--- src/hdl/serial_dual_motor_command_watchdog_macros.svh ---
// Assertion macros for the serial dual motor command watchdog.
// Included by the top level; no other dependencies.
`ifndef SERIAL_DUAL_MOTOR_COMMAND_WATCHDOG_MACROS_SVH
`define SERIAL_DUAL_MOTOR_COMMAND_WATCHDOG_MACROS_SVH
`ifndef ASSERT_OFF
`define SDMCW_ASSERT(label, clk, rst_n, prop) \
  label: assert property (@(posedge clk) disable iff (!rst_n) prop) \
    else $error("sdmcw assertion failed");
`define SDMCW_ASSERT_NEXT(label, clk, rst_n, pre, post) \
  label: assert property (@(posedge clk) disable iff (!rst_n) (pre) |=> (post)) \
    else $error("sdmcw assertion failed");
`else
`define SDMCW_ASSERT(label, clk, rst_n, prop)
`define SDMCW_ASSERT_NEXT(label, clk, rst_n, pre, post)
`endif
`endif

--- src/hdl/sdmcw_pkg.sv ---
// Types, constants and helper functions for the serial dual motor command watchdog.
// No dependencies.
`default_nettype none

package sdmcw_pkg;

  localparam logic [7:0]  CharNewline  = 8'h0A;
  localparam logic [7:0]  CharMinus    = 8'h2D;
  localparam logic [7:0]  CharComma    = 8'h2C;
  localparam logic [7:0]  CharZero     = 8'h30;
  localparam logic [7:0]  CharNine     = 8'h39;
  localparam logic [7:0]  CharFirstPr  = 8'd32;
  localparam logic [7:0]  CharLastPr   = 8'd126;
  localparam logic [11:0] NumberMax    = 12'd255;
  localparam logic [15:0] ElapsedMax   = 16'hFFFF;

  localparam logic [15:0] TimeoutReset = 16'd400;
  localparam logic [7:0]  MaxLenReset  = 8'd15;

  // configuration register indexes
  localparam logic CfgTimeout = 1'b0;
  localparam logic CfgMaxLen  = 1'b1;

  typedef enum logic [1:0] {
    EvNone     = 2'd0,
    EvCmd      = 2'd1,
    EvReject   = 2'd2,
    EvWatchdog = 2'd3
  } event_e;

  typedef struct packed {
    logic       operation;
    logic [7:0] rx_byte;
  } cmd_in_t;

  typedef struct packed {
    event_e     event_res;
    logic [7:0] left_duty;
    logic       left_reverse;
    logic       left_forward;
    logic [7:0] right_duty;
    logic       right_reverse;
    logic       right_forward;
    logic       drive_active;
  } cmd_out_t;

  typedef struct packed {
    logic [7:0] duty;
    logic       reverse;
    logic       forward;
  } bridge_t;

  typedef struct packed {
    bridge_t right;
    bridge_t left;
  } drive_t;

  // end-of-line report from the parser
  typedef struct packed {
    logic       eol;
    logic       valid;
    logic [8:0] first_speed;
    logic [8:0] second_speed;
  } line_t;

  typedef struct packed {
    event_e ev;
    drive_t drive;
    logic   active;
  } wd_res_t;

  // 9-bit two's complement speed from sign and magnitude
  function automatic logic [8:0] speed9(input logic neg, input logic [7:0] mag);
    logic [8:0] ext;
    ext = {1'b0, mag};
    speed9 = neg ? (9'd0 - ext) : ext;
  endfunction

  function automatic bridge_t bridge_bits(input logic [8:0] s);
    bridge_t    b;
    logic [8:0] mag;
    mag = 9'd0 - s;
    if (s[8]) begin
      b.duty    = mag[7:0];
      b.reverse = 1'b1;
      b.forward = 1'b0;
    end else begin
      b.duty    = s[7:0];
      b.reverse = 1'b0;
      b.forward = (s != 9'd0);
    end
    bridge_bits = b;
  endfunction

endpackage

`default_nettype wire

--- src/hdl/sdmcw_parser.sv ---
// Serial line parser: tracks "[-]digits,[-]digits" one byte per transaction.
// Depends on sdmcw_pkg.
`default_nettype none

module sdmcw_parser (
  input  wire logic              clk_i,
  input  wire logic              rst_ni,
  input  wire logic              step_i,
  input  wire sdmcw_pkg::cmd_in_t item_i,
  input  wire logic [7:0]        max_len_i,
  output sdmcw_pkg::line_t       line_o
);

  localparam logic [2:0] PhFirstStart  = 3'd0;
  localparam logic [2:0] PhFirstDigit  = 3'd1;
  localparam logic [2:0] PhFirstMore   = 3'd2;
  localparam logic [2:0] PhSecondStart = 3'd3;
  localparam logic [2:0] PhSecondDigit = 3'd4;
  localparam logic [2:0] PhSecondMore  = 3'd5;

  logic [7:0] len_q, len_d;
  logic       disc_q, disc_d;
  logic [2:0] phase_q, phase_d;
  logic       neg_q, neg_d;
  logic [7:0] num_q, num_d;
  logic [8:0] first_q, first_d;
  logic       err_q, err_d;

  logic [7:0]  c;
  logic        is_byte;
  logic        is_eol;
  logic        printable;
  logic        digit;
  logic        disc_new;
  logic        go_digit;
  logic [7:0]  base;
  logic [11:0] acc;

  assign c         = item_i.rx_byte;
  assign is_byte   = !item_i.operation;
  assign is_eol    = is_byte && (c == sdmcw_pkg::CharNewline);
  assign printable = (c >= sdmcw_pkg::CharFirstPr) && (c <= sdmcw_pkg::CharLastPr);
  assign digit     = (c >= sdmcw_pkg::CharZero) && (c <= sdmcw_pkg::CharNine);
  assign disc_new  = disc_q || !printable || (len_q >= max_len_i);

  always_comb begin
    len_d    = len_q;
    disc_d   = disc_q;
    phase_d  = phase_q;
    neg_d    = neg_q;
    num_d    = num_q;
    first_d  = first_q;
    err_d    = err_q;
    go_digit = 1'b0;
    base     = num_q;
    acc      = ({4'd0, base} << 3) + ({4'd0, base} << 1) + {8'd0, c[3:0]};

    if (is_eol) begin
      len_d   = '0;
      disc_d  = 1'b0;
      phase_d = PhFirstStart;
      neg_d   = 1'b0;
      num_d   = '0;
      err_d   = 1'b0;
    end else if (is_byte) begin
      disc_d = disc_new;
      if (!disc_new) begin
        len_d = len_q + 8'd1;
        if (!err_q) begin
          unique case (phase_q)
            PhFirstStart, PhSecondStart: begin
              num_d = '0;
              neg_d = 1'b0;
              base  = '0;
              if (c == sdmcw_pkg::CharMinus) begin
                neg_d   = 1'b1;
                phase_d = phase_q + 3'd1;
              end else begin
                go_digit = 1'b1;
              end
            end
            PhFirstDigit, PhSecondDigit, PhSecondMore: begin
              go_digit = 1'b1;
            end
            PhFirstMore: begin
              if (c == sdmcw_pkg::CharComma) begin
                first_d = sdmcw_pkg::speed9(neg_q, num_q);
                phase_d = PhSecondStart;
              end else begin
                go_digit = 1'b1;
              end
            end
            default: begin
              err_d = 1'b1;
            end
          endcase

          acc = ({4'd0, base} << 3) + ({4'd0, base} << 1) + {8'd0, c[3:0]};
          if (go_digit) begin
            if (!digit) begin
              err_d = 1'b1;
            end else begin
              num_d = acc[7:0];
              if (acc > sdmcw_pkg::NumberMax) begin
                err_d = 1'b1;
              end else if (phase_q == PhFirstStart || phase_q == PhFirstDigit) begin
                phase_d = PhFirstMore;
              end else if (phase_q == PhSecondStart || phase_q == PhSecondDigit) begin
                phase_d = PhSecondMore;
              end
            end
          end
        end
      end
    end
  end

  always_ff @(posedge clk_i or negedge rst_ni) begin
    if (!rst_ni) begin
      len_q   <= '0;
      disc_q  <= 1'b0;
      phase_q <= PhFirstStart;
      neg_q   <= 1'b0;
      num_q   <= '0;
      first_q <= '0;
      err_q   <= 1'b0;
    end else if (step_i) begin
      len_q   <= len_d;
      disc_q  <= disc_d;
      phase_q <= phase_d;
      neg_q   <= neg_d;
      num_q   <= num_d;
      first_q <= first_d;
      err_q   <= err_d;
    end
  end

  assign line_o.eol          = is_eol;
  assign line_o.valid        = !disc_q && !err_q && (phase_q == PhSecondMore);
  assign line_o.first_speed  = first_q;
  assign line_o.second_speed = sdmcw_pkg::speed9(neg_q, num_q);

endmodule

`default_nettype wire

--- src/hdl/sdmcw_watchdog.sv ---
// Drive hold and command watchdog: applies parsed lines and counts ticks.
// Depends on sdmcw_pkg.
`default_nettype none

module sdmcw_watchdog (
  input  wire logic              clk_i,
  input  wire logic              rst_ni,
  input  wire logic              step_i,
  input  wire logic              tick_i,
  input  wire sdmcw_pkg::line_t  line_i,
  input  wire logic [15:0]       timeout_i,
  output sdmcw_pkg::wd_res_t     res_o
);

  logic [15:0]       elapsed_q, elapsed_d;
  logic              active_q, active_d;
  sdmcw_pkg::drive_t drive_q, drive_d;
  sdmcw_pkg::event_e ev;
  logic [15:0]       elapsed_inc;

  // saturating count
  assign elapsed_inc = (elapsed_q != sdmcw_pkg::ElapsedMax) ? (elapsed_q + 16'd1) : elapsed_q;

  always_comb begin
    elapsed_d = elapsed_q;
    active_d  = active_q;
    drive_d   = drive_q;
    ev        = sdmcw_pkg::EvNone;
    if (tick_i) begin
      elapsed_d = elapsed_inc;
      if (active_q && (elapsed_inc >= timeout_i)) begin
        drive_d  = '0;
        active_d = 1'b0;
        ev       = sdmcw_pkg::EvWatchdog;
      end
    end else if (line_i.eol) begin
      if (line_i.valid) begin
        drive_d.left  = sdmcw_pkg::bridge_bits(line_i.first_speed);
        drive_d.right = sdmcw_pkg::bridge_bits(line_i.second_speed);
        elapsed_d     = '0;
        active_d      = 1'b1;
        ev            = sdmcw_pkg::EvCmd;
      end else begin
        // bad line stops the motors but leaves the watchdog running
        drive_d = '0;
        ev      = sdmcw_pkg::EvReject;
      end
    end
  end

  always_ff @(posedge clk_i or negedge rst_ni) begin
    if (!rst_ni) begin
      elapsed_q <= '0;
      active_q  <= 1'b0;
      drive_q   <= '0;
    end else if (step_i) begin
      elapsed_q <= elapsed_d;
      active_q  <= active_d;
      drive_q   <= drive_d;
    end
  end

  assign res_o.ev     = ev;
  assign res_o.drive  = drive_d;
  assign res_o.active = active_d;

endmodule

`default_nettype wire

--- src/hdl/serial_dual_motor_command_watchdog.sv ---
// Top level of the serial dual motor command watchdog: handshake, config, result register.
// Depends on sdmcw_pkg, sdmcw_parser, sdmcw_watchdog and the macros header.
`default_nettype none
`include "serial_dual_motor_command_watchdog_macros.svh"

// Each input transaction is either one received serial byte or one millisecond
// tick, and yields exactly one result transaction carrying the event code and
// the held drive of both bridges. The block takes one transaction per clock:
// an accepted item sits in an input register, passes through the line parser
// and watchdog logic and lands in the result register, so throughput is one
// item per cycle while the output is not stalled. A stalled result keeps the
// item held in the input register, and a full input register stalls the input.
// Configuration writes (index 0 timeout in ticks, index 1 maximum line length)
// take effect at once and are meant to be done while the block is idle.
module serial_dual_motor_command_watchdog (
  input  wire logic               clk_i,
  input  wire logic               rst_ni,
  input  wire logic               cfg_we_i,
  input  wire logic               cfg_idx_i,
  input  wire logic [15:0]        cfg_wdata_i,
  input  wire logic               in_valid_i,
  output logic                    in_stall_o,
  input  wire sdmcw_pkg::cmd_in_t in_data_i,
  output logic                    out_valid_o,
  input  wire logic               out_stall_i,
  output sdmcw_pkg::cmd_out_t     out_data_o
);

  logic [15:0]         timeout_q;
  logic [7:0]          max_len_q;
  logic                in_valid_q, in_valid_d;
  sdmcw_pkg::cmd_in_t  in_q;
  logic                out_valid_q, out_valid_d;
  sdmcw_pkg::cmd_out_t out_q, out_d;
  logic                advance;
  logic                in_take;
  sdmcw_pkg::line_t    line;
  sdmcw_pkg::wd_res_t  wd_res;

  always_ff @(posedge clk_i or negedge rst_ni) begin
    if (!rst_ni) begin
      timeout_q <= sdmcw_pkg::TimeoutReset;
      max_len_q <= sdmcw_pkg::MaxLenReset;
    end else if (cfg_we_i) begin
      unique case (cfg_idx_i)
        sdmcw_pkg::CfgTimeout: timeout_q <= cfg_wdata_i;
        sdmcw_pkg::CfgMaxLen:  max_len_q <= cfg_wdata_i[7:0];
        default: ;
      endcase
    end
  end

  assign advance    = in_valid_q && (!out_valid_q || !out_stall_i);
  assign in_stall_o = in_valid_q && !advance;
  assign in_take    = in_valid_i && !in_stall_o;

  always_comb begin
    in_valid_d = in_valid_q;
    if (in_take) begin
      in_valid_d = 1'b1;
    end else if (advance) begin
      in_valid_d = 1'b0;
    end
    out_valid_d = out_valid_q;
    if (advance) begin
      out_valid_d = 1'b1;
    end else if (!out_stall_i) begin
      out_valid_d = 1'b0;
    end
  end

  always_ff @(posedge clk_i or negedge rst_ni) begin
    if (!rst_ni) begin
      in_valid_q  <= 1'b0;
      out_valid_q <= 1'b0;
    end else begin
      in_valid_q  <= in_valid_d;
      out_valid_q <= out_valid_d;
    end
  end

  always_ff @(posedge clk_i) begin
    if (in_take) begin
      in_q <= in_data_i;
    end
    if (advance) begin
      out_q <= out_d;
    end
  end

  sdmcw_parser u_parser (
    .clk_i     (clk_i),
    .rst_ni    (rst_ni),
    .step_i    (advance),
    .item_i    (in_q),
    .max_len_i (max_len_q),
    .line_o    (line)
  );

  sdmcw_watchdog u_watchdog (
    .clk_i     (clk_i),
    .rst_ni    (rst_ni),
    .step_i    (advance),
    .tick_i    (in_q.operation),
    .line_i    (line),
    .timeout_i (timeout_q),
    .res_o     (wd_res)
  );

  always_comb begin
    out_d.event_res     = wd_res.ev;
    out_d.left_duty     = wd_res.drive.left.duty;
    out_d.left_reverse  = wd_res.drive.left.reverse;
    out_d.left_forward  = wd_res.drive.left.forward;
    out_d.right_duty    = wd_res.drive.right.duty;
    out_d.right_reverse = wd_res.drive.right.reverse;
    out_d.right_forward = wd_res.drive.right.forward;
    out_d.drive_active  = wd_res.active;
  end

  assign out_valid_o = out_valid_q;
  assign out_data_o  = out_q;

  `SDMCW_ASSERT(a_cmd_sets_active, clk_i, rst_ni, (out_valid_q && out_q.event_res == sdmcw_pkg::EvCmd) |-> out_q.drive_active)
  `SDMCW_ASSERT(a_wd_stops_all, clk_i, rst_ni, (out_valid_q && out_q.event_res == sdmcw_pkg::EvWatchdog) |-> (!out_q.drive_active && out_q.left_duty == 8'd0 && out_q.right_duty == 8'd0))
  `SDMCW_ASSERT(a_bridge_excl, clk_i, rst_ni, out_valid_q |-> (!(out_q.left_forward && out_q.left_reverse) && !(out_q.right_forward && out_q.right_reverse)))
  `SDMCW_ASSERT_NEXT(a_held_item_kept, clk_i, rst_ni, in_valid_q && !advance, in_valid_q)

endmodule

`default_nettype wire
--- config.mk ---
export PLATFORM = sky130hd
export DESIGN_NAME = serial_dual_motor_command_watchdog
export DESIGN_NICKNAME = d
export VERILOG_FILES = /design/src/hdl/sdmcw_pkg.sv /design/src/hdl/sdmcw_parser.sv /design/src/hdl/sdmcw_watchdog.sv /design/src/hdl/serial_dual_motor_command_watchdog.sv
export VERILOG_INCLUDE_DIRS = /design/src /design/src/hdl
export SDC_FILE = /design/constraint.sdc
export NUM_CORES = 1
export LEC_CHECK = 0
export BUFFER_PORTS_ARGS = -buffer_cell sky130_fd_sc_hd__clkbuf_2
export CAP_MARGIN = 30
export CORE_MARGIN = 8
export CORE_UTILIZATION = 50
export DETAILED_ROUTE_END_ITERATION = 10
export PLACE_DENSITY = 0.74
export SYNTH_ARGS = -nofsm -noshare
export SYNTH_HDL_FRONTEND = slang
export SYNTH_SLANG_ARGS = --single-unit
--- constraint.sdc ---
create_clock -name clk_i -period 8.8 [get_ports clk_i]
set_input_delay 0.88 -clock clk_i [delete_from_list [all_inputs] [get_ports clk_i]]
set_output_delay 0.88 -clock clk_i [all_outputs]
set_load 0.02 [all_outputs]
==> reports/metrics.yaml <==
global_routing:
  grt_max_degree: 49
  grt_use_met3: 0.0463
  grtUsageMet1: 0.248
  grt_pass1_wl_mm: 27.1
  grt-busiest-layer: "met2"
  grt_pass1_vias: 5472
  grtUsageTotal: 0.182
  grt-ovfl-total: 0
  antenna_found_initial: 0
  grt_use_met2: 0.273
routing:
  wire_per_inst_um: 16.0
  drt_wl_total_mm: 16.1
  dr.pass1.iters: 5
  vias: 5762
  postRouteAntennaNets: 0
  routed_via_density: 5.72
  first_iter_violations: 647
  drcViolationCount: 0
sta:
  setup_viol: 0
  slew_headroom: 0.353
  max_freq_ghz: 0.239
  tns_ns: 0
  period_needed_ns: 4.18
  skew_ns: 0.00560
  final_max_slew_viol_count: 0
  hold_violations: 0
  rsz0062_at_grt: "no"
  layout_worst_path_cycle_share: 0.475
  holdWs_ns: 0.461
  worst_slew_pin_slew_ns: 0.967
floorplanning:
  start_util: 0.508
  ios: 56
  die_h_um: 137
  rows: 44
  core-area_um2: 14500
  die_x_um: 137
  die_area_um2: 18900
layout:
  final_common_cell: "nand2_1"
  area_growth_pct: 13.0
  n_antenna_cell: 0
  layout_common_cells: "nand2_1 (99), dfrtp_1 (87), o21ai_0 (55)"
  nNetsFinal: 891
  fin_area_um2: 8320
  fin_cells: 1007
  drive_above_1_share: 0.163
clock_network:
  clkTransAtPathRegs_ns: 0.06
  ctsHoldBuffers: 0
  clk_root_buffer_cell: "clkbuf_16"
  htree_levels: 4
  ctsLongestPathBuffers: 2
  tritoncts: "done"
  numCtsBuffers: 17
  cts_resized: 0
  cts_sinks: 126
  cts_setup_buffers: 0
  worstSkewPairLatency_ns: 0.42
synth:
  synth_area_um2: 7360
  synth_top_cell_by_area: "dfrtp_1"
  ys_seq_area_frac: 0.451
  yosys_warnings: 0
  synthFlopType: "dfrtp_1"
  synthArstFlopShare: 0.746
  synth_cell_types: 75
  synth-edff-count: 32
  synth.top_cell.area_share: 0.296
  synth_area_leaders: "dfrtp_1 (30%), edfxtp_1 (13%), ha_1 (8.3%), nand2_1 (5.1%), o21ai_0 (3.7%)"
  synth-seq-cells: 126
  avgSynthCellArea_um2: 9.67
  synthesis.nets: 842
  syn-instance-count: 761
outcome:
  status: "complete, no violations"
setup_path:
  crit_arrival_ns: 4.49
  path_max_fanout: 19
  worstReg2RegStart: "u_watchdog.elapsed_q[3]$_DFFE_PN0P_"
  reg2reg_depth: 14
  worstSetupStartpointType: "flop"
  max_stage_delay_ns: 0.47
  crit_path_cell_trace: "and4_1 -> nand4_2 -> nor3_1 -> nand2_1 -> or3_1 -> a21boi_0 -> ha_1 -> nand4_1 -> nor2_1 -> o2111ai_1 -> o211ai_1 -> nand3_1 -> o21a_1 -> a2bb2o_1"
  ff2ff_setup_slack_ns: 4.62
  required_ns: 9.11
  crit_path_end_kind: "flop"
  r2r_end: "u_watchdog.drive_q[11]$_DFFE_PN0P_"
  cpMaxStageDelayCell: "dfrtp_1"
  setup.worst_path.class: "flop to flop"
run:
  maxCapViolations: 0
power_and_ir_drop:
  power_mw: 1.54
  share_seq_of_total_power: 0.443
  switchingPower_uw: 428
  pwr-share-clk: 0.423
  power.internal_mw: 1.11
  power_per_cell_area_nw_per_um2: 185
  power_switching_share: 0.278
  combPwrFrac: 0.134
  p_leak_nw: 3.71
  ir_worst_vdd_mv: 0.130
placement:
  routabilityCongestion: 0.855
  dpl-instance-area_um2: 7770
  place_inst: 975
  numPortBuffers: 55
  hpwl_mm: 11.7
hold_path:
  hold_class: "input port to async pin"
## power groups by stage
| stage | clock network [mW] | registers (mW) | logic [mW] |
|---|---|---|---|
| 2_1_floorplan | 0 | 0.690 | 0.141 |
| 3_3_place_gp | 0 | 0.691 | 0.199 |
| 3_5_place_dp | 0 | 0.693 | 0.205 |
| 4_1_cts | 0.663 | 0.683 | 0.207 |
| 5_1_grt | 0.685 | 0.690 | 0.235 |
| 6_report | 0.652 | 0.683 | 0.206 |
## Yosys cell counts, types with 3 or more instances
cell type and count:
xnor2_1 19, nand3_1 19, or2_2 3, a21oi_1 31, and3_1 6, or3_1 9
mux2_2 11, nand2_1 99, o2bb2ai_1 4, buf_2 6, a21boi_0 3, edfxtp_1 32
o21ai_1 17, nor3_1 19, inv_1 37, mux2i_1 8, a21o_1 6, dfrtp_1 87
o31ai_1 5, o21ai_0 55, dfstp_2 7, clkbuf_1 21, a31oi_1 10, nand2b_1 8
and2_1 10, ha_1 49, a22o_1 29, xor2_1 12, nor2b_1 6, o21a_1 5
nor2_1 52, nand4_1 9, nor4_1 10, nor3_2 4, o211ai_1 4
## area by class of cell
class | instances | area (µm²)
fillers | 1277 | 6160
multi-input cells | 566 | 3760
flip-flops and latches | 126 | 3320
clock buffers | 17 | 425
repair buffers | 60 | 315
well taps | 184 | 230
inverters | 39 | 148
clock inverters | 15 | 121
## worst max-delay path by stage
stage	from	to	depth (start not counted)
2_1_floorplan	u_parser.phase_q[0]$_DFFE_PN0P_	u_parser.err_q$_DFFE_PN0P_	17
3_3_place_gp	u_watchdog.elapsed_q[3]$_DFFE_PN0P_	u_watchdog.drive_q[11]$_DFFE_PN0P_	14
3_5_place_dp	u_watchdog.elapsed_q[3]$_DFFE_PN0P_	u_watchdog.drive_q[11]$_DFFE_PN0P_	14
4_1_cts	u_watchdog.elapsed_q[3]$_DFFE_PN0P_	u_watchdog.drive_q[11]$_DFFE_PN0P_	14
5_1_grt	u_watchdog.elapsed_q[3]$_DFFE_PN0P_	u_watchdog.drive_q[11]$_DFFE_PN0P_	14
6_report	u_watchdog.elapsed_q[3]$_DFFE_PN0P_	u_watchdog.drive_q[11]$_DFFE_PN0P_	14
## registers in the layout, summed over array words and instances (netlist names)
signal / count
out_data_o: 23
u_watchdog.drive_q: 20
timeout_q: 16
u_watchdog.elapsed_q: 16
in_q: 9
u_parser.first_q: 9
max_len_q: 8
u_parser.len_q: 8
u_parser.num_q: 8
u_parser.phase_q: 3
in_valid_q: 1
out_valid_o: 1
u_parser.disc_q: 1
u_parser.err_q: 1
u_parser.neg_q: 1
u_watchdog.active_q: 1
## metal layers
layer / up-vias / share of wire
met4: 0 / 0.020
li1: 2850 / -
met3: 23 / 0.051
met1: 2747 / 0.48
met5: - / 0
met2: 142 / 0.45
## kinds of logic after synthesis
group / synth area share
buffers and inverters: 0.0384
AO/OA/AOI/OAI: 0.176
XOR/XNOR: 0.0369
adder cells (fa/ha/maj): 0.0860
flip-flops: 0.451
multiplexers: 0.0277
AND/OR/NAND/NOR: 0.184
## through the flow
| stage | setup slack (ns) | util |
|---|---|---|
| after floorplan | 5.02 | - |
| after global placement | 4.76 | 0.537 |
| after detailed placement | 4.67 | 0.537 |
| after CTS | 4.62 | 0.574 |
| after global routing | 4.31 | 0.574 |
| final | 4.62 | 0.574 |
## critical path: cells and delay by family, from the launching register on
family                     cells  cell delay [ns]
AOI/OAI and AO/OA              5             1.42
adders and majority gates      1             0.29
and+or+nand+nor                8             1.87
DFF                            1             0.47
No activity file was read; power rests on OpenSTA's default activity.
